<file path="config.mk">
export PLATFORM = sky130hd
export DESIGN_NAME = efi_regs
export DESIGN_NICKNAME = d
export VERILOG_FILES = /design/src/hw/rtl/efi_pkg.sv /design/src/hw/rtl/efi_regs.sv
export SDC_FILE = /design/constraint.sdc
export NUM_CORES = 1
export LEC_CHECK = 0
export BUFFER_PORTS_ARGS = -buffer_cell sky130_fd_sc_hd__clkbuf_2
export CORE_MARGIN = 1
export CORE_UTILIZATION = 48
export CTS_CLUSTER_DIAMETER = 40
export CTS_CLUSTER_SIZE = 14
export DETAILED_ROUTE_END_ITERATION = 6
export PLACE_DENSITY = 0.79
export SLEW_MARGIN = 20
export SYNTH_ARGS = -nofsm -noshare
export SYNTH_HDL_FRONTEND = slang
export SYNTH_SLANG_ARGS = --single-unit
</file>
<file path="constraint.sdc">
create_clock -name clk_i -period 1.7 [get_ports clk_i]
set_clock_uncertainty 0.05 [all_clocks]
set_input_delay 0.34 -clock clk_i [delete_from_list [all_inputs] [get_ports clk_i]]
set_output_delay 0.34 -clock clk_i [all_outputs]
set_load 0.01 [all_outputs]
</file>
<file path="src/hw/rtl/efi_pkg.sv">
// Shared constants, types and helper functions of the escape-time fractal iterator.
// Used by every module of the block; depends on nothing else.
`default_nettype none

package efi_pkg;

  // Number formats: points and seeds are Q4.28, results are Q6.28.
  localparam int FRAC_BITS = 28;
  localparam int ITER_BITS = 16;
  localparam int PT_W      = 32;
  localparam int OUT_W     = 34;
  localparam int Z_W       = 38;
  localparam int PROD_W    = 2 * PT_W;
  localparam int ADDR_W    = 4;
  localparam int DATA_W    = 32;

  // Escape limits: |re| or |im| above two, or squared magnitude above four.
  localparam logic signed [Z_W-1:0]    TWO_LIM = Z_W'(2) <<< FRAC_BITS;
  localparam logic signed [PROD_W-1:0] MAG_LIM = PROD_W'(4) <<< (2 * FRAC_BITS);

  // Saturation bounds of the result format.
  localparam logic signed [Z_W-1:0] OUT_MAX = Z_W'((64'sd1 <<< (OUT_W - 1)) - 64'sd1);
  localparam logic signed [Z_W-1:0] OUT_MIN = -(Z_W'(64'sd1 <<< (OUT_W - 1)));

  // Register indexes on the configuration port.
  localparam logic [1:0] REG_MAX_ITER = 2'd0;
  localparam logic [1:0] REG_JULIA    = 2'd1;
  localparam logic [1:0] REG_SEED_RE  = 2'd2;
  localparam logic [1:0] REG_SEED_IM  = 2'd3;

  typedef struct packed {
    logic [ITER_BITS-1:0]   max_iter;
    logic                   julia;
    logic signed [PT_W-1:0] seed_re;
    logic signed [PT_W-1:0] seed_im;
  } cfg_t;

  // Commands from the controller to the datapath.
  typedef struct packed {
    logic load;      // take a new request and set up z and c
    logic mul;       // capture the three products of z
    logic update;    // form the next z from the products
    logic count;     // one more iteration completed
    logic out_load;  // move the finished result to the output register
    logic out_esc;   // escape flag to store with the result
  } cmd_t;

  // Status from the datapath to the controller.
  typedef struct packed {
    logic max_zero;  // no iterations allowed
    logic escape;    // current z lies outside the radius-two circle
    logic last;      // the next completed iteration reaches the limit
  } sts_t;

  // Clamp a working value of z into the Q6.28 result range.
  function automatic logic signed [OUT_W-1:0] sat_out(input logic signed [Z_W-1:0] v);
    logic signed [OUT_W-1:0] r;
    if (v > OUT_MAX) begin
      r = OUT_MAX[OUT_W-1:0];
    end else if (v < OUT_MIN) begin
      r = OUT_MIN[OUT_W-1:0];
    end else begin
      r = v[OUT_W-1:0];
    end
    return r;
  endfunction

endpackage

`default_nettype wire

</file>
<file path="src/hw/rtl/efi_regs.sv">
// Configuration register file on an APB-style port.
// Depends on efi_pkg for the register indexes and the cfg_t type.
`default_nettype none

module efi_regs (
  input  wire logic                         clk_i,
  input  wire logic                         rst_ni,
  input  wire logic                         psel,
  input  wire logic                         penable,
  input  wire logic                         pwrite,
  input  wire logic [efi_pkg::ADDR_W-1:0]   paddr,
  input  wire logic [efi_pkg::DATA_W-1:0]   pwdata,
  output logic      [efi_pkg::DATA_W-1:0]   prdata,
  output logic                              pready,
  output efi_pkg::cfg_t                     cfg_o
);
  import efi_pkg::*;

  cfg_t       cfg_q, cfg_d;
  logic       wr_en;
  logic [1:0] reg_idx;

  assign pready  = 1'b1;
  assign wr_en   = psel && penable && pwrite;
  assign reg_idx = paddr[ADDR_W-1:2];

  // Write decode: the addressed register takes the new data.
  always_comb begin
    cfg_d = cfg_q;
    if (wr_en) begin
      unique case (reg_idx)
        REG_MAX_ITER: cfg_d.max_iter = pwdata[ITER_BITS-1:0];
        REG_JULIA:    cfg_d.julia    = pwdata[0];
        REG_SEED_RE:  cfg_d.seed_re  = pwdata[PT_W-1:0];
        REG_SEED_IM:  cfg_d.seed_im  = pwdata[PT_W-1:0];
        default:      cfg_d = cfg_q;
      endcase
    end
  end

  always_ff @(posedge clk_i or negedge rst_ni) begin
    if (!rst_ni) begin
      cfg_q.max_iter <= ITER_BITS'(100);
      cfg_q.julia    <= 1'b0;
      cfg_q.seed_re  <= '0;
      cfg_q.seed_im  <= '0;
    end else begin
      cfg_q <= cfg_d;
    end
  end

  // Read decode.
  always_comb begin
    unique case (reg_idx)
      REG_MAX_ITER: prdata = DATA_W'(cfg_q.max_iter);
      REG_JULIA:    prdata = DATA_W'(cfg_q.julia);
      REG_SEED_RE:  prdata = DATA_W'(cfg_q.seed_re);
      REG_SEED_IM:  prdata = DATA_W'(cfg_q.seed_im);
      default:      prdata = '0;
    endcase
  end

  assign cfg_o = cfg_q;

endmodule

`default_nettype wire

</file>
* After elaboration in Yosys (flattened, before gate mapping)
Cells that the tools add are included.
** Operators by class
- Equality and inequality tests :: 3
- Mux-type cells :: 1
- Reductions and logical operators :: 7
** Operators with widths (number)
- case mux 32 bit (4 select lines) :: 1
- AND reduction 2 bit :: 4
- equality test 2 bit, second input constant :: 2
- equality test 2 x 1 -> 1 bit, second input constant :: 1
- logical AND 1 bit :: 2
- logical NOT 2 bit :: 1
** Storage, ports and cells
- Output and inout port bits :: 114
- Word-level logic and storage cells :: 15
- Input bits :: 41
- Flip-flop bits (word level) :: 81

* Longest topological paths before layout
Gate-level depths: netlist of run 1.
- Depth after elaboration :: 3
- Gate-level depth with buffers :: 6
- Gate-level depth less buffers :: 3

* Worst setup path before layout of run 1
OpenSTA, ideal clock, no wires.
- Path type :: input -> output
- Start point :: input paddr[2] (netlist name)
- End point :: output prdata[11] (netlist name)
- Data arrival time :: 1.271 ns
- Slack :: 0.039 ns
- Buffers on the path :: 2
- Required time :: 1.310 ns
- Cell stages on the path :: 4
- Path through :: buf_4 buf_2 mux2_2 a22o_1
** Between the ends
- Word-level cells in the longest chain between the ends :: 2
- Elaborated cells between the ends (all ways) :: 5
- Those cells by class :: 3 x eq/ne; 1 x mux; 1 x reduce/logical
** Ends and longest elaborated chain
- from (decl) :: line efi_regs.sv:11 : input wire logic [efi_pkg::ADDR_W-1:0] paddr,
- equality test 2 bit (tied with other cells) :: line efi_regs.sv:54 : unique case (reg_idx)
- case mux 32 bit (4 select lines) (*) :: line efi_regs.sv:54
- to (decl) :: line efi_regs.sv:13 : output logic [efi_pkg::DATA_W-1:0] prdata,
Mark *: on every way between the ends. The rest lies on a longest branch, timed or not.

* Worst setup path after layout of run 1
- Start point :: register cfg_q (netlist bit cfg_o[40])
- End point :: output prdata[8] (netlist name)
** Between the ends
- Word-level cells in the longest chain between the ends :: 1
** Ends and longest elaborated chain
- from (decl) :: line efi_regs.sv:19 : cfg_t cfg_q, cfg_d;
- from (signal assigned) :: line efi_regs.sv:48 : cfg_q <= cfg_d;
- case mux 32 bit (4 select lines) :: line efi_regs.sv:54
Every way passes these cells.

==> results of run 1 <==
-- cell families after synthesis --
family	synth area share (%)
flops	53.0
other cells	0.0979
simple gates	3.82
compound gates	3.43
buf+inv	3.66
mux	35.9
-- repair_timing --
| item | CTS | global route |
|---|---|---|
| endpoints found under the setup margin | 27 | 27 |
| setup buffers | 33 | 12 |
| cloned | 0 | 0 |
| pin swaps | 1 | 1 |
| resized for setup | 7 | 13 |
| endpoints found under the hold margin | 78 | 0 |
| hold buffers | 1 | 0 |
-- final timing paths --
path / from / endpoint / slack (ns) / cells past startpoint
setup / recovery: cfg_o[40] / prdata[8] / -0.05 / 3
hold / removal: pwdata[20] / cfg_o[20] / 0.18 / 2
setup reg to reg: cfg_o[0] / cfg_o[0] / 0.63 / 3
hold reg to reg: cfg_o[31] / cfg_o[31] / 0.49 / 1
max in group asynchronous: rst_ni / cfg_o[67] / 0.76 / 3
min in group asynchronous: rst_ni / cfg_o[38] / 0.49 / 3
-- Yosys cell counts --
library cell | instances | area share, %
sky130_fd_sc_hd__dfstp_2 | 3 | 2.1
sky130_fd_sc_hd__conb_1 | 1 | 0.098
sky130_fd_sc_hd__nor3_1 | 1 | 0.13
sky130_fd_sc_hd__mux2_4 | 30 | 12
sky130_fd_sc_hd__buf_2 | 4 | 0.52
sky130_fd_sc_hd__mux2_2 | 66 | 19
sky130_fd_sc_hd__nor2b_1 | 16 | 2.6
sky130_fd_sc_hd__or2_1 | 1 | 0.16
sky130_fd_sc_hd__inv_1 | 1 | 0.098
sky130_fd_sc_hd__nand3_1 | 1 | 0.13
sky130_fd_sc_hd__nor2_1 | 2 | 0.20
sky130_fd_sc_hd__mux4_2 | 1 | 0.59
sky130_fd_sc_hd__buf_4 | 5 | 0.98
sky130_fd_sc_hd__dfrtp_1 | 78 | 51
sky130_fd_sc_hd__clkbuf_1 | 3 | 0.29
sky130_fd_sc_hd__a22o_1 | 15 | 3.4
sky130_fd_sc_hd__nand4_2 | 1 | 0.33
sky130_fd_sc_hd__mux2i_1 | 16 | 4.2
sky130_fd_sc_hd__nor3_2 | 1 | 0.26
sky130_fd_sc_hd__buf_6 | 6 | 1.8
-- cell type report --
| class | instances | area, um2 | share of cell area (%) |
|---|---|---|---|
| timing repair buffer | 219 | 1380 | 25.4 |
| tap | 102 | 128 | 2.35 |
| clock inverter | 5 | 55.1 | 1.01 |
| sequential | 81 | 2030 | 37.4 |
| inverter | 1 | 3.75 | 0.0691 |
| multi-input combinational | 152 | 1690 | 31.2 |
| clock buffer | 11 | 141 | 2.60 |
-- layer usage --
layer  GRT usage [%]  vias up  share of wire [%]
li1                -     1328                  -
met1            28.1     1490                 40
met2            38.4      113                 52
met3            3.94       26                4.5
met4            13.1        0                3.4
met5               0        -                  0
-- cell usage in the layout (no fill, tap or decap), drive strengths merged --
cell type	Yosys	routed
dlygate4sd3	0	1
clkinv	0	2
buf	15	74
conb	1	1
inv	1	1
a22o	15	15
bufinv	0	1
or2	1	1
nand4	1	1
mux4	1	1
nand3	1	1
clkbuf	3	155
mux2	96	96
nor2b	16	16
clkinvlp	0	2
mux2i	16	16
nor2	2	2
dfrtp	78	78
dfstp	3	3
nor3	2	2
-- per-stage QoR --
step | total power [uW] | cell area (um2)
finish | 6510 | 5430
global route | 6850 | 5430
CTS | 6390 | 5310
detailed placement | 4710 | 4830
global placement | 4620 | 4830
floorplan | 3810 | 3830
-- power breakdown --
group	switching (uW)	leakage (uW)	internal (uW)
registers	334	0.000988	2390
clock network	690	0.0000953	714
logic	990	0.00182	1390
total	2010	0.00290	4490
==> out/results.tsv, run 1 <==
metric	value	unit
final number of hold-violating endpoints	0	
wire length reported by the detailed router	9.51	mm
total power density per cell area	1200	nW/um2
clock tree sinks	81	
portion of the clock cycle consumed by the worst path in the final layout	103	%
clock transition at the registers of the reported paths	0.08	ns
number of vias after detailed routing	2957	
clock buffer depth	2	
critical path's largest stage delay	0.39	ns
number of standard cells in the layout, taps in and fillers out	571	
total clock buffers created by CTS	9	
fraction of the core area covered by cells at the end of the flow	70.3	%
fillcell total	544	
Detailed Route Iter0 Violations	98	
final setup violation count	12	
top cell family by delay on the critical path	flip-flops	
synthesis-to-finish area growth	41.8	%
net count of the mapped netlist	293	
Placement Setup Slack	-0.105	ns
io pins	155	
Avg WL per Cell	16.6	um
Worst Setup Path Type	reg2out	
Pins Over Slew Limit	0	
count of buffers from port buffering	151	
critical path peak fanout	2	
syn avg cell area	15.2	um2
Post-Synthesis Cell Area	3830	um2
Worst Hold Margin	0.179	ns
share of final-layout standard cells stronger than drive strength 1	71.9	%
number of nets at the end of the flow	505	
number of detailed-routing iterations run before antenna repair	4	
worst path buffer plus inverter count	1	
WP data required	1.31	ns
leakage power figure	0.00290	uW
vias per std cell	5.18	
last weighted congestion value of the routability-driven placer	0.746	
worst vdd ir	0.000690	V
total die area	8340	um2
width of the die	91.3	um
antenna-violating nets left	0	
max FFs per register	81	
overall fraction of global-route tracks in use	23.0	%
unrepaired setup endpoints after global routing	true	
Core Area	7730	um2
wire length of the first global-routing pass	14.7	mm
TritonCTS clock tree	built	
Diodes inserted	0	
DRC	0	
count of maximum capacitance violations	0	
final setup TNS	-0.270	ns
Netlist cell types	20	
Placed Instances	509	
sequential fraction of the synthesis area	53.0	%
Critical Path AT	1.36	ns
initial antenna violation count	0	
Clock Latency Late Sink	0.34	ns
min setup slack post-route	-0.0513	ns
class of the most critical hold timing path	in2reg	
initial standard-cell utilization of the core	49.5	%
synthesis warning total	0	
Core Rows	32	
cell at the root of the clock tree	sky130_fd_sc_hd__clkbuf_8	
outcome	complete, but fails checks	
cell with the largest stage delay on the worst path	sky130_fd_sc_hd__dfrtp_1	
critical path launch point type	flip-flop	
f_max	571	MHz
ordered list of cells on the worst path	mux2_4, a22o_1, clkbuf_2	
largest net degree at the start of global routing	82	
via count of the first global-routing pass	2945	
violated checks	setup timing	
vertical die dimension	91.3	um
fin crit period	1.75	ns
number of levels in the clock H-tree	3	
estimated wirelength of the detail-placed design	6.34	mm
flip-flop and latch count after synthesis	81	
GRT Residual Overflow	0	
gate count after technology mapping	252	
endpoint type of the worst setup path	primary output	
Note: power is estimated with default switching activity, not from simulation.
==> run 2, diff against run 1 <==
ABC_AREA = 1   (was unset)
PLACE_DENSITY = 0.8   (was 0.79)
==> out/results.tsv, run 2 <==
metric	value	unit
outcome	completed	
cell area after placement	4600	um2
Detailed Route Iter0 Violations	196	
net count of the mapped netlist	522	
gate count after technology mapping	481	
estimated wirelength of the detail-placed design	7.01	mm
fraction of synthesized area in multiplexers	0	%
wire length of the first global-routing pass	16.8	mm
clock buffer depth	2	
cell area after layout	4810	um2
total met2 wirelength after detailed routing	4.83	mm
flip-flop and latch count after synthesis	81	
clock tree sinks	81	
width of the die	90.0	um
top cell types by occurrence after synthesis	339 x sky130_fd_sc_hd__nand2_1, 78 x sky130_fd_sc_hd__dfrtp_1, 19 x sky130_fd_sc_hd__nand3_1	
proportion of netlist area held by the largest area contributor	52.5	%
number of enable flip-flop cells after synthesis	0	
storage element area	2030	um2
syn avg cell area	7.73	um2
most numerous cell in the Yosys netlist	sky130_fd_sc_hd__nand2_1	
Core Rows	31	
critical path's largest stage delay	0.15	ns
WP data required	1.31	ns
synthesis warning total	0	
TritonCTS clock tree	built	
met3 wirelength from detailed routing	684	um
total die area	8100	um2
via count of the first global-routing pass	3507	
worst vdd ir	0.000541	V
Diodes inserted	0	
area share of xor/xnor cells in the synthesized design	0	%
last weighted congestion value of the routability-driven placer	0.784	
Post-Synthesis Cell Area	3720	um2
io pins	155	
leakage power figure	0.00288	uW
Gates resized, CTS repair	0	
final setup violation count	0	
number of detailed-routing iterations run before antenna repair	4	
Clock Latency Late Sink	0.33	ns
portion of the clock cycle consumed by the worst path in the final layout	94.3	%
highest-count cells in the layout ignoring fill and taps	339 x sky130_fd_sc_hd__nand2_1, 150 x sky130_fd_sc_hd__clkbuf_2, 78 x sky130_fd_sc_hd__dfrtp_1	
cell type with the highest aggregate area in the netlist	sky130_fd_sc_hd__dfrtp_1	
number of cells traversed by the worst register-to-register path	2	
share of final-layout standard cells stronger than drive strength 1	30.8	%
count of maximum capacitance violations	0	
antenna-violating nets left	0	
Core Area	7370	um2
met1 WL	4.21	mm
initial standard-cell utilization of the core	50.5	%
endpoint type of the worst setup path	primary output	
Critical Path AT	1.21	ns
cell at the root of the clock tree	sky130_fd_sc_hd__clkbuf_8	
synthesis-to-finish area growth	29.3	%
overall fraction of global-route tracks in use	25.7	%
critical path peak fanout	15	
largest cells by area after synthesis	sky130_fd_sc_hd__dfrtp_1 52%, sky130_fd_sc_hd__nand2_1 34%, sky130_fd_sc_hd__buf_6 3.0%	
total power density per cell area	1140	nW/um2
largest net degree at the start of global routing	36	
main combinational cell family by area after synthesis	simple AND/OR/NAND/NOR gates	
initial antenna violation count	0	
number of cells on the worst hold path	3	
number of standard cells in the layout, taps in and fillers out	739	
Async SR Flop Fraction	100	%
multi-input gate area in the final layout	1490	um2
ordered list of cells on the worst path	clkbuf_2, inv_2, nand2_4, inv_2, buf_12, nand2_1, nand3_1, clkbuf_2	
Placed Instances	722	
clock transition at the registers of the reported paths	0.08	ns
number of levels in the clock H-tree	3	
number of vias after detailed routing	3618	
GRT Residual Overflow	0	
count of buffers from port buffering	151	
main flop type after synthesis	sky130_fd_sc_hd__dfrtp_1	
cell with the largest stage delay on the worst path	sky130_fd_sc_hd__clkbuf_2	
Worst Setup Path Type	in2out	
Pins Over Slew Limit	0	
uppermost layer routed	met4	
post-layout power	5480	uW
total clock buffers created by CTS	9	
fin crit period	1.60	ns
Avg WL per Cell	13.2	um
wire length reported by the detailed router	9.77	mm
Netlist cell types	16	
critical path launch point type	primary input	
unrepaired setup endpoints after global routing	false	
fraction of the mapped netlist area in compound gates	0	%
number of nets at the end of the flow	676	
vertical die dimension	90.0	um
synthesized-area fraction occupied by adder cells	0	%
sequential fraction of the synthesis area	54.6	%
fillcell total	651	
Simple-Gate Fraction of Synth Area	39.9	%
f_max	624	MHz
Worst Hold Margin	0.166	ns
final setup TNS	0	ns
DRC	0	
leading cell type in the layout, fill and taps excluded	sky130_fd_sc_hd__nand2_1	
max FFs per register	81	
class of the most critical hold timing path	in2reg	
final number of hold-violating endpoints	0	
vias per std cell	4.90	
[run 2: cell types whose count changed after synthesis, moves of 8 or more]
cell	before	now
sky130_fd_sc_hd__nor2b_1	16	0
sky130_fd_sc_hd__buf_2	4	12
sky130_fd_sc_hd__mux2_2	66	0
sky130_fd_sc_hd__nand3_1	1	19
sky130_fd_sc_hd__a22o_1	15	0
sky130_fd_sc_hd__mux2_4	30	0
sky130_fd_sc_hd__nand2_1	0	339
sky130_fd_sc_hd__mux2i_1	16	0
[run 2: kinds of logic after synthesis]
family / Yosys count
flip-flops: 81
other: 1
AND/OR/NAND/NOR: 371
buffers and inverters: 28
[run 2: worst max-delay path, delay by kind of cell]
family,cells,cell delay [ns]
buffers and inverters,5,0.66
and+or+nand+nor,3,0.20
[run 2: repair_timing]
item                                    CTS  global route
endpoints found under the setup margin    0             0
hold buffers                              1             0
buffers inserted                          0             0
hold endpoints to repair                 29             0
[run 2: final timing paths]
path                              to  slack, ns  startpoint
max                        prdata[3]        0.1    paddr[2]
min in group asynchronous  cfg_o[18]       0.46      rst_ni
min reg2reg                cfg_o[67]       0.43   cfg_o[67]
max reg2reg                cfg_o[71]       0.91   cfg_o[71]
min                        cfg_o[67]       0.17   pwdata[2]
max in group asynchronous  cfg_o[24]       0.60      rst_ni
[run 2: final cells by class]
type	count	area share [%]
Clock inverter	5	1.15
Inverter	5	0.390
Timing Repair Buffer	166	19.7
Clock buffer	11	2.94
Multi-Input combinational cell	372	31.0
Tap cell	99	2.58
Sequential cell	81	42.2
[run 2: per-layer routing]
metal / global-route usage, % / vias to the layer above
met5: 0 / -
met4: 8.87 / 0
met3: 3.89 / 5
met2: 43.7 / 149
met1: 33.5 / 1702
li1: - / 1762
[run 2: stage by stage]
stage / utilization [%] / setup WS [ns]
floorplan: - / 0.252
global placement: 62.4 / 0.126
detailed placement: 62.4 / 0.100
CTS: 65.2 / 0.0977
global route: 65.2 / 0.0111
finish: 65.2 / 0.0971
[run 2: report_power, final]
| part | switching [uW] | leakage (uW) | internal (uW) |
|---|---|---|---|
| clock network | 655 | 0.0000953 | 715 |
| logic | 825 | 0.00176 | 598 |
| registers | 352 | 0.00102 | 2330 |
| total | 1830 | 0.00288 | 3640 |
