$ cat src/hw/rtl/efi_pkg.sv
// Shared constants, types and helper functions of the escape-time fractal iterator.
// Used by every module of the block; depends on nothing else.
`default_nettype none

package efi_pkg;

  // Number formats: points and seeds are Q4.28, results are Q6.28.
  localparam int FRAC_BITS = 28;
  localparam int ITER_BITS = 16;
  localparam int PT_W      = 32;
  localparam int OUT_W     = 34;
  localparam int Z_W       = 38;
  localparam int PROD_W    = 2 * PT_W;
  localparam int ADDR_W    = 4;
  localparam int DATA_W    = 32;

  // Escape limits: |re| or |im| above two, or squared magnitude above four.
  localparam logic signed [Z_W-1:0]    TWO_LIM = Z_W'(2) <<< FRAC_BITS;
  localparam logic signed [PROD_W-1:0] MAG_LIM = PROD_W'(4) <<< (2 * FRAC_BITS);

  // Saturation bounds of the result format.
  localparam logic signed [Z_W-1:0] OUT_MAX = Z_W'((64'sd1 <<< (OUT_W - 1)) - 64'sd1);
  localparam logic signed [Z_W-1:0] OUT_MIN = -(Z_W'(64'sd1 <<< (OUT_W - 1)));

  // Register indexes on the configuration port.
  localparam logic [1:0] REG_MAX_ITER = 2'd0;
  localparam logic [1:0] REG_JULIA    = 2'd1;
  localparam logic [1:0] REG_SEED_RE  = 2'd2;
  localparam logic [1:0] REG_SEED_IM  = 2'd3;

  typedef struct packed {
    logic [ITER_BITS-1:0]   max_iter;
    logic                   julia;
    logic signed [PT_W-1:0] seed_re;
    logic signed [PT_W-1:0] seed_im;
  } cfg_t;

  // Commands from the controller to the datapath.
  typedef struct packed {
    logic load;      // take a new request and set up z and c
    logic mul;       // capture the three products of z
    logic update;    // form the next z from the products
    logic count;     // one more iteration completed
    logic out_load;  // move the finished result to the output register
    logic out_esc;   // escape flag to store with the result
  } cmd_t;

  // Status from the datapath to the controller.
  typedef struct packed {
    logic max_zero;  // no iterations allowed
    logic escape;    // current z lies outside the radius-two circle
    logic last;      // the next completed iteration reaches the limit
  } sts_t;

  // Clamp a working value of z into the Q6.28 result range.
  function automatic logic signed [OUT_W-1:0] sat_out(input logic signed [Z_W-1:0] v);
    logic signed [OUT_W-1:0] r;
    if (v > OUT_MAX) begin
      r = OUT_MAX[OUT_W-1:0];
    end else if (v < OUT_MIN) begin
      r = OUT_MIN[OUT_W-1:0];
    end else begin
      r = v[OUT_W-1:0];
    end
    return r;
  endfunction

endpackage

`default_nettype wire

$ cat src/hw/rtl/efi_ctrl.sv
// Controller state machine: sequences load, multiply, evaluate and result hand-over.
// Depends on efi_pkg for the command and status structs.
`default_nettype none

module efi_ctrl (
  input  wire logic          clk_i,
  input  wire logic          rst_ni,
  input  wire logic          in_valid_i,
  output logic               in_stall_o,
  output logic               out_valid_o,
  input  wire logic          out_stall_i,
  input  wire efi_pkg::sts_t sts_i,
  output efi_pkg::cmd_t      cmd_o
);
  import efi_pkg::*;

  typedef enum logic [1:0] {
    ST_IDLE,
    ST_MUL,
    ST_EVAL,
    ST_FINISH
  } state_e;

  state_e state_q, state_d;
  logic   first_q, first_d;
  logic   esc_q, esc_d;
  logic   out_valid_q, out_valid_d;
  logic   out_free;

  assign out_free   = !out_valid_q || !out_stall_i;
  assign in_stall_o = (state_q != ST_IDLE);

  // Next state and commands.
  always_comb begin
    state_d     = state_q;
    first_d     = first_q;
    esc_d       = esc_q;
    out_valid_d = out_valid_q && out_stall_i;
    cmd_o       = '0;
    unique case (state_q)
      ST_IDLE: begin
        if (in_valid_i) begin
          cmd_o.load = 1'b1;
          first_d    = 1'b1;
          esc_d      = 1'b0;
          state_d    = sts_i.max_zero ? ST_FINISH : ST_MUL;
        end
      end
      ST_MUL: begin
        cmd_o.mul = 1'b1;
        state_d   = ST_EVAL;
      end
      ST_EVAL: begin
        if (first_q) begin
          // The start value is never tested; go straight to the first step.
          cmd_o.update = 1'b1;
          first_d      = 1'b0;
          state_d      = ST_MUL;
        end else if (sts_i.escape) begin
          esc_d   = 1'b1;
          state_d = ST_FINISH;
        end else if (sts_i.last) begin
          cmd_o.count = 1'b1;
          state_d     = ST_FINISH;
        end else begin
          cmd_o.count  = 1'b1;
          cmd_o.update = 1'b1;
          state_d      = ST_MUL;
        end
      end
      ST_FINISH: begin
        if (out_free) begin
          cmd_o.out_load = 1'b1;
          cmd_o.out_esc  = esc_q;
          out_valid_d    = 1'b1;
          state_d        = ST_IDLE;
        end
      end
      default: state_d = ST_IDLE;
    endcase
  end

  always_ff @(posedge clk_i or negedge rst_ni) begin
    if (!rst_ni) begin
      state_q     <= ST_IDLE;
      first_q     <= 1'b0;
      esc_q       <= 1'b0;
      out_valid_q <= 1'b0;
    end else begin
      state_q     <= state_d;
      first_q     <= first_d;
      esc_q       <= esc_d;
      out_valid_q <= out_valid_d;
    end
  end

  assign out_valid_o = out_valid_q;

endmodule

`default_nettype wire

$ cat config.mk
export PLATFORM = sky130hd
export DESIGN_NAME = efi_ctrl
export DESIGN_NICKNAME = d
export VERILOG_FILES = /design/src/hw/rtl/efi_pkg.sv /design/src/hw/rtl/efi_ctrl.sv
export SDC_FILE = /design/constraint.sdc
export NUM_CORES = 1
export LEC_CHECK = 0
export ABC_AREA = 1
export BUFFER_PORTS_ARGS = -buffer_cell sky130_fd_sc_hd__buf_2
export CORE_AREA = 2 2 39 41
export CTS_BUF_LIST = sky130_fd_sc_hd__clkbuf_2 sky130_fd_sc_hd__clkbuf_4 sky130_fd_sc_hd__clkbuf_8
export DETAILED_ROUTE_END_ITERATION = 6
export DIE_AREA = 0 0 41 43
export GPL_TIMING_DRIVEN = 0
export PLACE_DENSITY = 0.53
export SLEW_MARGIN = 10
export SYNTH_ARGS = -nofsm -noshare
export SYNTH_HDL_FRONTEND = slang
export SYNTH_SLANG_ARGS = --single-unit
$ cat constraint.sdc
create_clock -name clk_i -period 1.1 [get_ports clk_i]
set_input_delay 0.055 -clock clk_i [delete_from_list [all_inputs] [get_ports clk_i]]
set_output_delay 0.055 -clock clk_i [all_outputs]
set_load 0.005 [all_outputs]
## After elaboration in Yosys (flattened, before gate mapping)

Index checks and enable logic that the tools add are counted.

| operators by class | value |
|---|---|
| reductions and logical operators | 10 |
| eq/ne operators | 7 |
| multiplexer cells | 25 |

Operators by type and width:

| cell | count |
|---|---|
| $mux 2 | 10 |
| $mux 1 | 12 |
| $ne 2x2->1 const B | 4 |
| $pmux 2 s4 | 1 |
| $eq 2x2->1 const B | 2 |
| $pmux 1 s2 | 2 |
| $reduce_and 2->1 | 2 |
| $reduce_and 4->1 | 1 |
| $reduce_bool 2->1 | 2 |
| $eq 2x1->1 const B | 1 |
| $logic_not 1->1 | 2 |
| $logic_not 2->1 | 1 |
| $logic_and 1x1->1 | 1 |
| $logic_or 1x1->1 | 1 |

| storage, ports and cells | value |
|---|---|
| input port bits | 7 |
| logic and storage cells | 46 |
| register bits after elaboration | 5 |

## Longest topological paths before layout

Gate-level depths: netlist of run 1.

| depth | value |
|---|---|
| word-level depth | 4 |
| depth in mapped cells | 6 |
| mapped depth without buffers | 6 |

## Worst setup path before layout of run 1

No wires, ideal clock.

| timing | value |
|---|---|
| kind | flip-flop to flip-flop |
| from | register state_q[0] |
| to | register esc_q |
| stages on the path, launching flop included | 5 |
| path slack | 0.224 ns |
| setup time | 0.119 ns |
| data arrival time | 0.757 ns |
| required time | 0.981 ns |
| clock period less this slack | 0.876 ns |
| path through | dfrtp_1 > inv_2 > nand2_2 > nor2_2 > o21ai_2 |

| on the way | value |
|---|---|
| word-level cells in the longest chain between the ends | 3 |
| elaborated cells between the ends (all ways) | 8 |
| classes of those cells | 4 x eq/ne; 1 x mux; 3 x reduce/logical |

RTL lines:

| item | RTL line | text |
|---|---|---|
| start, declared | efi_ctrl.sv:24 | `state_e state_q, state_d;` |
| start signal, assigned | efi_ctrl.sv:90 | `state_q <= state_d;` |
| $eq 2x2->1 or $logic_not 2->1 (tied branches) | efi_ctrl.sv:40 | `unique case (state_q)` |
| $ne 2x2->1 (no source line) or $reduce_bool 2->1 (tied branches) | n/a |  |
| $reduce_and 4->1 (no source line) | n/a |  |
| end signal, assigned | efi_ctrl.sv:92 | `esc_q <= esc_d;` |
| end, declared | efi_ctrl.sv:26 | `logic esc_q, esc_d;` |

Parallel ways exist; a longest one is shown, timed or not.
A chain may end at the register's enable or synchronous reset.

==> flow_summary_export.csv, run 1 <==
group,metric,value,unit
detailed_routing,wl_per_cell,8.80,µm
global_route,grtUsageMet1,0.0915,
placement,place_congestion,0.729,
timing,tns,-122,ps
detailed_routing,routed_via_density,4.08,
synthesis,netlist_area,284,µm²
cells_and_area,layout-drive-gt1-share,0.556,
timing,worstMarginPinSlew,152,ps
cts,cts_max_level,1,
cts,clkTransAtPathRegs,40,ps
cells_and_area,fillers,159,
cts,cts-root-buf,"clkbuf_4",
global_route,antenna_found_initial,0,
cts,cts_tree,"yes",
placement,dpl.hpwl,498,µm
detailed_routing,antenna_left,0,
timing,max_freq,0.876,GHz
timing,slew_violations,0,
synthesis,ys_ff_latch,5,
critical_path,cp_max_fo,5,
cts,worstSkewPairLatency,240,ps
cts,cts_buffer_depth,2,
critical_path,critical_path_class,"reg2out",
detailed_routing,drc,0,
global_route,grtUsageMet3,0.0628,
synthesis,synth_nets,45,
timing,fin_ws,-41.4,ps
detailed_routing,initialDrtViolationCount,3,
global_route,overflow,0,
synthesis,synth_flop_cell,"dfrtp_1",
cells_and_area,area_delta_synth_final,68.3,%
floorplanning,initial_core_util,0.205,
floorplanning,die_h,43,µm
synthesis,synth_edf_count,0,
placement,port_buffers,14,
synthesis,avgSynthCellArea,7.47,µm²
outcome,violations,"negative setup slack",
timing,rsz0062_at_grt,"true",
cells_and_area,fin_util,0.345,
global_route,grt_pass1_vias,279,
synthesis,synthTopCellsByCount,"8 x nand2_1, 7 x inv_1, 5 x dfrtp_1, 5 x nand3_1",
detailed_routing,vias,322,
pwr,p_leak,0.273,nW
global_route,grt_first_pass_wirelength,1.03,mm
floorplanning,core_area,1380,µm²
detailed_routing,routed_wl,695,µm
critical_path,end_kind,"primary output",
timing,hold_viol,0,
global_route,grtUsageTotal,0.0908,
global_route,grt_max_degree,6,
pwr,power,1.31,mW
synthesis,netlist.area_leader.share,0.441,
min_path,min_path_type,"in2reg",
critical_path,cp.arrival,1090,ps
run,maxCapViolCount,0,
cts,cts_buffers,3,
detailed_routing,first_pass_iters,4,
pwr,vdd_drop_max,0.996,mV
floorplanning,design.die.area,1760,µm²
global_route,grt-busiest-layer,"met2",
cells_and_area,nets,71,
critical_path,worst_ep_required_time,1040,ps
placement,place_ws,132,ps
floorplanning,placementRows,14,
timing,final.period_utilization,1.04,
global_route,use_met2,0.138,
timing,min_period,1140,ps
timing,max_slew_margin,0.899,
timing,setup_viol,4,
synthesis,syn_inst,38,
synthesis,ys_seq_area_frac,0.441,
pwr,power.density,2740,nW/µm²
cts,cts_num_sinks,5,
critical_path,worstSetupStartpointType,"flop",
floorplanning,die_w,41,µm
synthesis,yosysMostFrequentCell,"nand2_1",
synthesis,yosysWarningCount,0,
floorplanning,ioPinCount,15,
outcome,status,"complete, but fails checks",
synthesis,synth_cell_types,14,
synthesis,synth_area_leader_cell,"dfrtp_1",
timing,clock_skew,4.32,ps
synthesis,synthArstFlopShare,1.00,
synthesis,synthTopCellsByArea,"dfrtp_1 44%, nand2_1 11%, inv_1 9.3%",
cells_and_area,insertedDiodeCount,0,
[worst max-delay path: stages, from the launching register on]
cell and delay (ps):
dfrtp_2 440, inv_2 90, nand2_2 70, nor2_4 120
buf_2 120
[where the power goes]
group	total (mW)	internal [mW]	switching, mW
sequential	0.361	0.280	0.0805
clock	0.236	0.162	0.0741
combinational	0.715	0.352	0.363
total	1.31	0.794	0.517
[cell type report]
type | count | area, µm² | area share
Tap cell | 16 | 20.0 | 0.0419
Timing Repair Buffer | 21 | 129 | 0.270
Inverter | 9 | 33.8 | 0.0707
Sequential cell | 5 | 126 | 0.264
Multi-Input combinational cell | 24 | 139 | 0.291
Clock buffer | 4 | 30.0 | 0.0628
[cells in the final DEF, fill, tap and decap left out, types with 3 or more instances in the layout]
cell type,instances
buf_2,14
dfrtp_1,4
buf_4,5
nand2_1,8
clkbuf_4,4
inv_1,6
inv_2,3
nand3_1,5
[per-layer routing]
| layer | vias up | share of wire |
|---|---|---|
| met3 | 0 | 0.075 |
| met1 | 144 | 0.44 |
| met5 | - | 0 |
| met2 | 11 | 0.48 |
| met4 | 0 | 0 |
| li1 | 167 | - |
[kinds of logic (layout without fill, tap and decap cells)]
logic type             after synthesis  after routing  share of synthesized area
buffers and inverters                9             34                      0.119
flip-flops                           5              5                      0.441
AND/OR/NAND/NOR                     20             20                      0.357
AO/OA/AOI/OAI                        4              4                     0.0837
[through the flow]
stage | hold WS [ps] | area [µm²] | cells
floorplan | -241 | 284 | 38
finish | 43.8 | 478 | 79
global route | 71.1 | 478 | 79
global placement | -123 | 374 | 68
CTS | 39.4 | 454 | 77
detailed placement | -124 | 374 | 68
[path summary, 6_finish.rpt]
kind | start | end | slack (ps) | cells past startpoint
setup / recovery | state_q[0] | cmd_o[5] | -40 | 4
hold / removal | out_stall_i | out_valid_o | 40 | 3
setup reg to reg | state_q[1] | state_q[1] | 10 | 7
hold reg to reg | out_valid_o | out_valid_o | 490 | 2
max in group asynchronous | rst_ni | state_q[0] | 810 | 2
min in group asynchronous | rst_ni | esc_q | 150 | 2
[registers in the layout (all words and copies together), names as in the netlist]
signal and flops:
out_valid_o 1, first_q 1, esc_q 1, state_q 2
[what timing repair did]
action,4_1_cts,5_1_grt
buffers inserted,4,2
hold buffers,1,0
pin swaps,2,2
gates resized for setup,4,2
setup endpoints to repair,5,6
hold endpoints to repair,5,0
Note: power is estimated with default switching activity, not from simulation.
==> inputs of run 2 (changes only) <==
clock period = 1.3 ns   (was 1.1 ns; I/O delays follow)
==> flow_summary_export.csv, run 2 (synthesized netlist as in run 1, its figures left out) <==
group,metric,value,unit
outcome,status,"finished clean",
cells_and_area,area_delta_synth_final,46.3,%
timing,fin_ws,80.4,ps
floorplanning,placementRows,14,
cells_and_area,final_cell_count_no_fill,73,
timing,final.period_utilization,0.938,
global_route,antenna_found_initial,0,
run,maxCapViolCount,0,
critical_path,end_kind,"primary output",
timing,tns,0,ps
floorplanning,initial_core_util,0.205,
cts,cts_tree,"yes",
timing,min_period,1220,ps
placement,dpl_cell_area,374,µm²
cells_and_area,final_cell_area,415,µm²
global_route,grt_pass1_vias,252,
global_route,grtUsageTotal,0.0838,
floorplanning,design.die.area,1760,µm²
timing,hold_slack,54.7,ps
cts,clkTransAtPathRegs,40,ps
floorplanning,die_h,43,µm
critical_path,critical_path_class,"reg2out",
placement,place_congestion,0.729,
global_route,grt_max_degree,6,
cts,cts_buffer_depth,2,
timing,hold_viol,0,
cells_and_area,layout-drive-gt1-share,0.456,
placement,dpl.hpwl,498,µm
timing,worstMarginPinSlew,155,ps
cts,cts_buffers,3,
pwr,power.density,2250,nW/µm²
global_route,grt_first_pass_wirelength,931,µm
detailed_routing,routed_via_density,4.04,
global_route,overflow,0,
timing,max_freq,0.820,GHz
cells_and_area,nets,65,
cts,cts_max_level,1,
detailed_routing,initialDrtViolationCount,1,
critical_path,worstSetupStartpointType,"flop",
pwr,vdd_drop_max,0.798,mV
timing,clock_skew,4.96,ps
cells_and_area,final_common_cell,"buf_2",
detailed_routing,antenna_left,0,
cells_and_area,insertedDiodeCount,0,
cts,cts_num_sinks,5,
floorplanning,ioPinCount,15,
placement,place_inst,68,
critical_path,worst_ep_required_time,1240,ps
critical_path,cp.arrival,1150,ps
detailed_routing,routed_wl,604,µm
cells_and_area,mostFrequentLayoutCells,"14 x buf_2, 8 x nand2_1, 7 x inv_1",
floorplanning,core_area,1380,µm²
cells_and_area,registers.top_by_ff_count,"state_q",
min_path,min_path_type,"in2reg",
detailed_routing,first_pass_iters,4,
detailed_routing,wl_per_cell,8.27,µm
placement,port_buffers,14,
detailed_routing,vias,295,
cts,cts-root-buf,"clkbuf_4",
critical_path,cp_max_fo,4,
timing,max_slew_margin,0.897,
floorplanning,die_w,41,µm
pwr,p_leak,0.243,nW
cells_and_area,fillers,163,
timing,setup_viol,0,
cts,worstSkewPairLatency,240,ps
timing,rsz0062_at_grt,"false",
placement,place_ws,322,ps
cells_and_area,largest_reg_flops,2,
timing,slew_violations,0,
detailed_routing,drc,0,
[run 2: power by group]
part           switching (mW)  internal [mW]  leakage [nW]  total, mW
sequential             0.0706          0.237        0.0598      0.308
combinational           0.250          0.176         0.164      0.426
clock                  0.0623          0.137        0.0184      0.199
[run 2: path summary, 6_finish.rpt]
check                                  from     endpoint  slack (ps)  cells past startpoint
worst max-delay path             state_q[1]     cmd_o[3]          80                      5
worst min-delay path            out_stall_i  out_valid_o          50                      3
worst max register to register   state_q[1]   state_q[1]         390                      6
worst min register to register  out_valid_o  out_valid_o         510                      2
max in group asynchronous            rst_ni   state_q[0]        1000                      2
min in group asynchronous            rst_ni        esc_q         160                      2
[run 2: worst max-delay path: stages (launching register included)]
cell     delay, ps
dfrtp_1        400
inv_2           90
nor2_4         110
inv_1           90
a21oi_1        110
buf_2          120
[run 2: timing repair]
| action | in CTS | in global routing |
|---|---|---|
| gates resized for setup | 0 | 1 |
| endpoints found under the setup margin | 0 | 3 |
| buffers inserted | 0 | 0 |
| endpoints found under the hold margin | 5 | 0 |
| hold buffers | 1 | 0 |
[run 2: through the flow]
stage,power (mW),util
after global routing,1.02,0.300
after global placement,0.727,0.270
after detailed placement,0.735,0.270
after CTS,0.946,0.299
after floorplan,0.578,-
final,0.933,0.300
[run 2: layout make-up]
class | count | area, µm² | area share
multi-input cells | 24 | 125 | 0.301
clock buffers | 4 | 30.0 | 0.0723
well taps | 16 | 20.0 | 0.0482
repair buffers | 15 | 80.1 | 0.193
flip-flops and latches | 5 | 126 | 0.304
inverters | 9 | 33.8 | 0.0813
[run 2: routing by layer]
layer | global-route usage | routed length (µm) | vias up
li1 | - | - | 154
met1 | 0.0882 | 265 | 125
met2 | 0.119 | 278 | 14
met3 | 0.0628 | 50 | 2
met4 | 0.0400 | 10 | 0
met5 | 0 | 0 | -
==> inputs of run 3 (changes only) <==
--- a/config.mk
+++ b/config.mk
@@ -10,4 +10,5 @@
 export CORE_AREA = 2 2 39 41
 export CTS_BUF_LIST = sky130_fd_sc_hd__clkbuf_2 sky130_fd_sc_hd__clkbuf_4 sky130_fd_sc_hd__clkbuf_8
+export CTS_CLUSTER_DIAMETER = 60
 export DETAILED_ROUTE_END_ITERATION = 6
 export DIE_AREA = 0 0 41 43
==> constraint.sdc (replaced) <==
create_clock -name clk_i -period 1.3 [get_ports clk_i]
set_input_delay 0.065 -clock clk_i [delete_from_list [all_inputs] [get_ports clk_i]]
set_output_delay 0.065 -clock clk_i [all_outputs]
set_load 0.02 [all_outputs]
==> flow_summary_export.csv, run 3 (synthesized netlist as in run 1, its figures left out) <==
group,metric,value,unit
placement,place_congestion,0.729,
detailed_routing,routed_via_density,4.03,
outcome,status,"finished clean",
critical_path,r2r_cells,6,
critical_path,cpMaxStageDelayCell,"dfrtp_1",
floorplanning,die_h,43,µm
critical_path,cp.arrival,1180,ps
critical_path,critical_path_class,"reg2out",
detailed_routing,routed_wl,604,µm
floorplanning,die_w,41,µm
detailed_routing,wl_per_cell,8.27,µm
timing,tns,0,ps
timing,worstMarginPinSlew,155,ps
global_route,grt_pass1_vias,252,
floorplanning,ioPinCount,15,
cells_and_area,area_delta_synth_final,48.0,%
cells_and_area,layout-drive-gt1-share,0.474,
critical_path,cp_max_fo,4,
pwr,p_leak,0.242,nW
detailed_routing,antenna_left,0,
timing,slew_violations,0,
timing,final.period_utilization,0.955,
global_route,antenna_found_initial,0,
cts,cts-root-buf,"clkbuf_4",
min_path,holdPathStages,3,
pwr,power.density,2530,nW/µm²
cts,cts_setup_buffers,0,
detailed_routing,initialDrtViolationCount,1,
timing,rsz0062_at_grt,"false",
detailed_routing,first_pass_iters,4,
cells_and_area,registers.top_by_ff_count,"state_q",
cells_and_area,insertedDiodeCount,0,
cells_and_area,regArea,126,µm²
cells_and_area,fillers,161,
timing,hold_viol,0,
cells_and_area,fin_util,0.304,
run,maxCapViolCount,0,
global_route,overflow,0,
cells_and_area,largest_reg_flops,2,
detailed_routing,vias,294,
cells_and_area,final_common_cell,"buf_2",
floorplanning,core_area,1380,µm²
critical_path,end_kind,"primary output",
timing,max_freq,0.805,GHz
floorplanning,design.die.area,1760,µm²
cts,worstSkewPairLatency,240,ps
timing,setup_viol,0,
cts,cts_buffer_depth,2,
cts,cts_num_sinks,5,
critical_path,worst_ep_required_time,1240,ps
pwr,vdd_drop_max,0.853,mV
timing,min_period,1240,ps
placement,dpl.hpwl,498,µm
detailed_routing,drc,0,
cts,cts_max_level,1,
timing,clock_skew,5.20,ps
global_route,grt_max_degree,6,
cts,cts_buffers,3,
floorplanning,placementRows,14,
cts,cts_tree,"yes",
cts,clkTransAtPathRegs,40,ps
floorplanning,initial_core_util,0.205,
critical_path,path_cells,"inv_2 > nor2_4 > inv_2 > a21oi_1 > buf_4",
timing,max_slew_margin,0.897,
global_route,grtUsageTotal,0.0838,
critical_path,worstSetupStartpointType,"flop",
cells_and_area,mostFrequentLayoutCells,"12 x buf_2, 8 x nand2_1, 6 x inv_1",
critical_path,slowest_delay,400,ps
cells_and_area,nets,65,
global_route,grt_first_pass_wirelength,931,µm
min_path,min_path_type,"in2reg",
placement,port_buffers,14,
cells_and_area,multi_input_area,125,µm²
critical_path,cpMostUsedCell,"inv_2",
[run 3: cell counts in the layout (fill, tap and decap cells not counted)]
No cell type changed its count.
[run 3: power by group]
part / total, mW / switching [mW] / internal (mW)
Clock: 0.199 / 0.0625 / 0.137
Sequential: 0.308 / 0.0706 / 0.237
Combinational: 0.555 / 0.364 / 0.190
Total: 1.06 / 0.498 / 0.564
[run 3: path summary, 6_finish.rpt]
| kind | start | end | slack [ps] |
|---|---|---|---|
| max | state_q[1] | cmd_o[3] | 60 |
| min | out_stall_i | out_valid_o | 50 |
| max reg2reg | state_q[1] | state_q[1] | 390 |
| min reg2reg | out_valid_o | out_valid_o | 510 |
| max in group asynchronous | rst_ni | state_q[0] | 1000 |
| min in group asynchronous | rst_ni | esc_q | 160 |
[run 3: per-layer routing]
layer / track usage / part of all wire / up-vias
met5: 0 / 0 / -
met4: 0.0400 / 0.017 / 0
met3: 0.0628 / 0.083 / 2
met2: 0.119 / 0.46 / 14
met1: 0.0882 / 0.44 / 124
li1: - / - / 154
[run 3: metrics by stage]
stage / power, mW / worst slack [ps] / hold slack [ps] / area (µm²) / std cells
6_report: 1.06 / 58.5 / 54.8 / 420 / 73
5_1_grt: 1.15 / 0.287 / 80.8 / 420 / 73
4_1_cts: 1.06 / 13.0 / 49.4 / 415 / 73
3_5_place_dp: 0.849 / 270 / -114 / 374 / 68
3_3_place_gp: 0.841 / 273 / -113 / 374 / 68
2_1_floorplan: 0.690 / 178 / -231 / 284 / 38
[run 3: repair_timing]
action                     in CTS  in global routing
hold buffers                    1                  0
hold endpoints to repair        5                  0
setup endpoints to repair       1                  2
gates resized for setup         1                  3
[run 3: layout make-up]
cell class | count | share of cell area
Timing Repair Buffer | 15 | 0.202
Multi-Input combinational cell | 24 | 0.298
Clock buffer | 4 | 0.0714
Inverter | 9 | 0.0804
Tap cell | 16 | 0.0476
Sequential cell | 5 | 0.301
[run 3: worst max-delay path, delay by kind of cell (launching register included)]
kind                   cells  cell delay, ps
flip-flops                 1             400
buffers and inverters      3             300
AND/OR/NAND/NOR            1             120
AO/OA/AOI/OAI              1             120
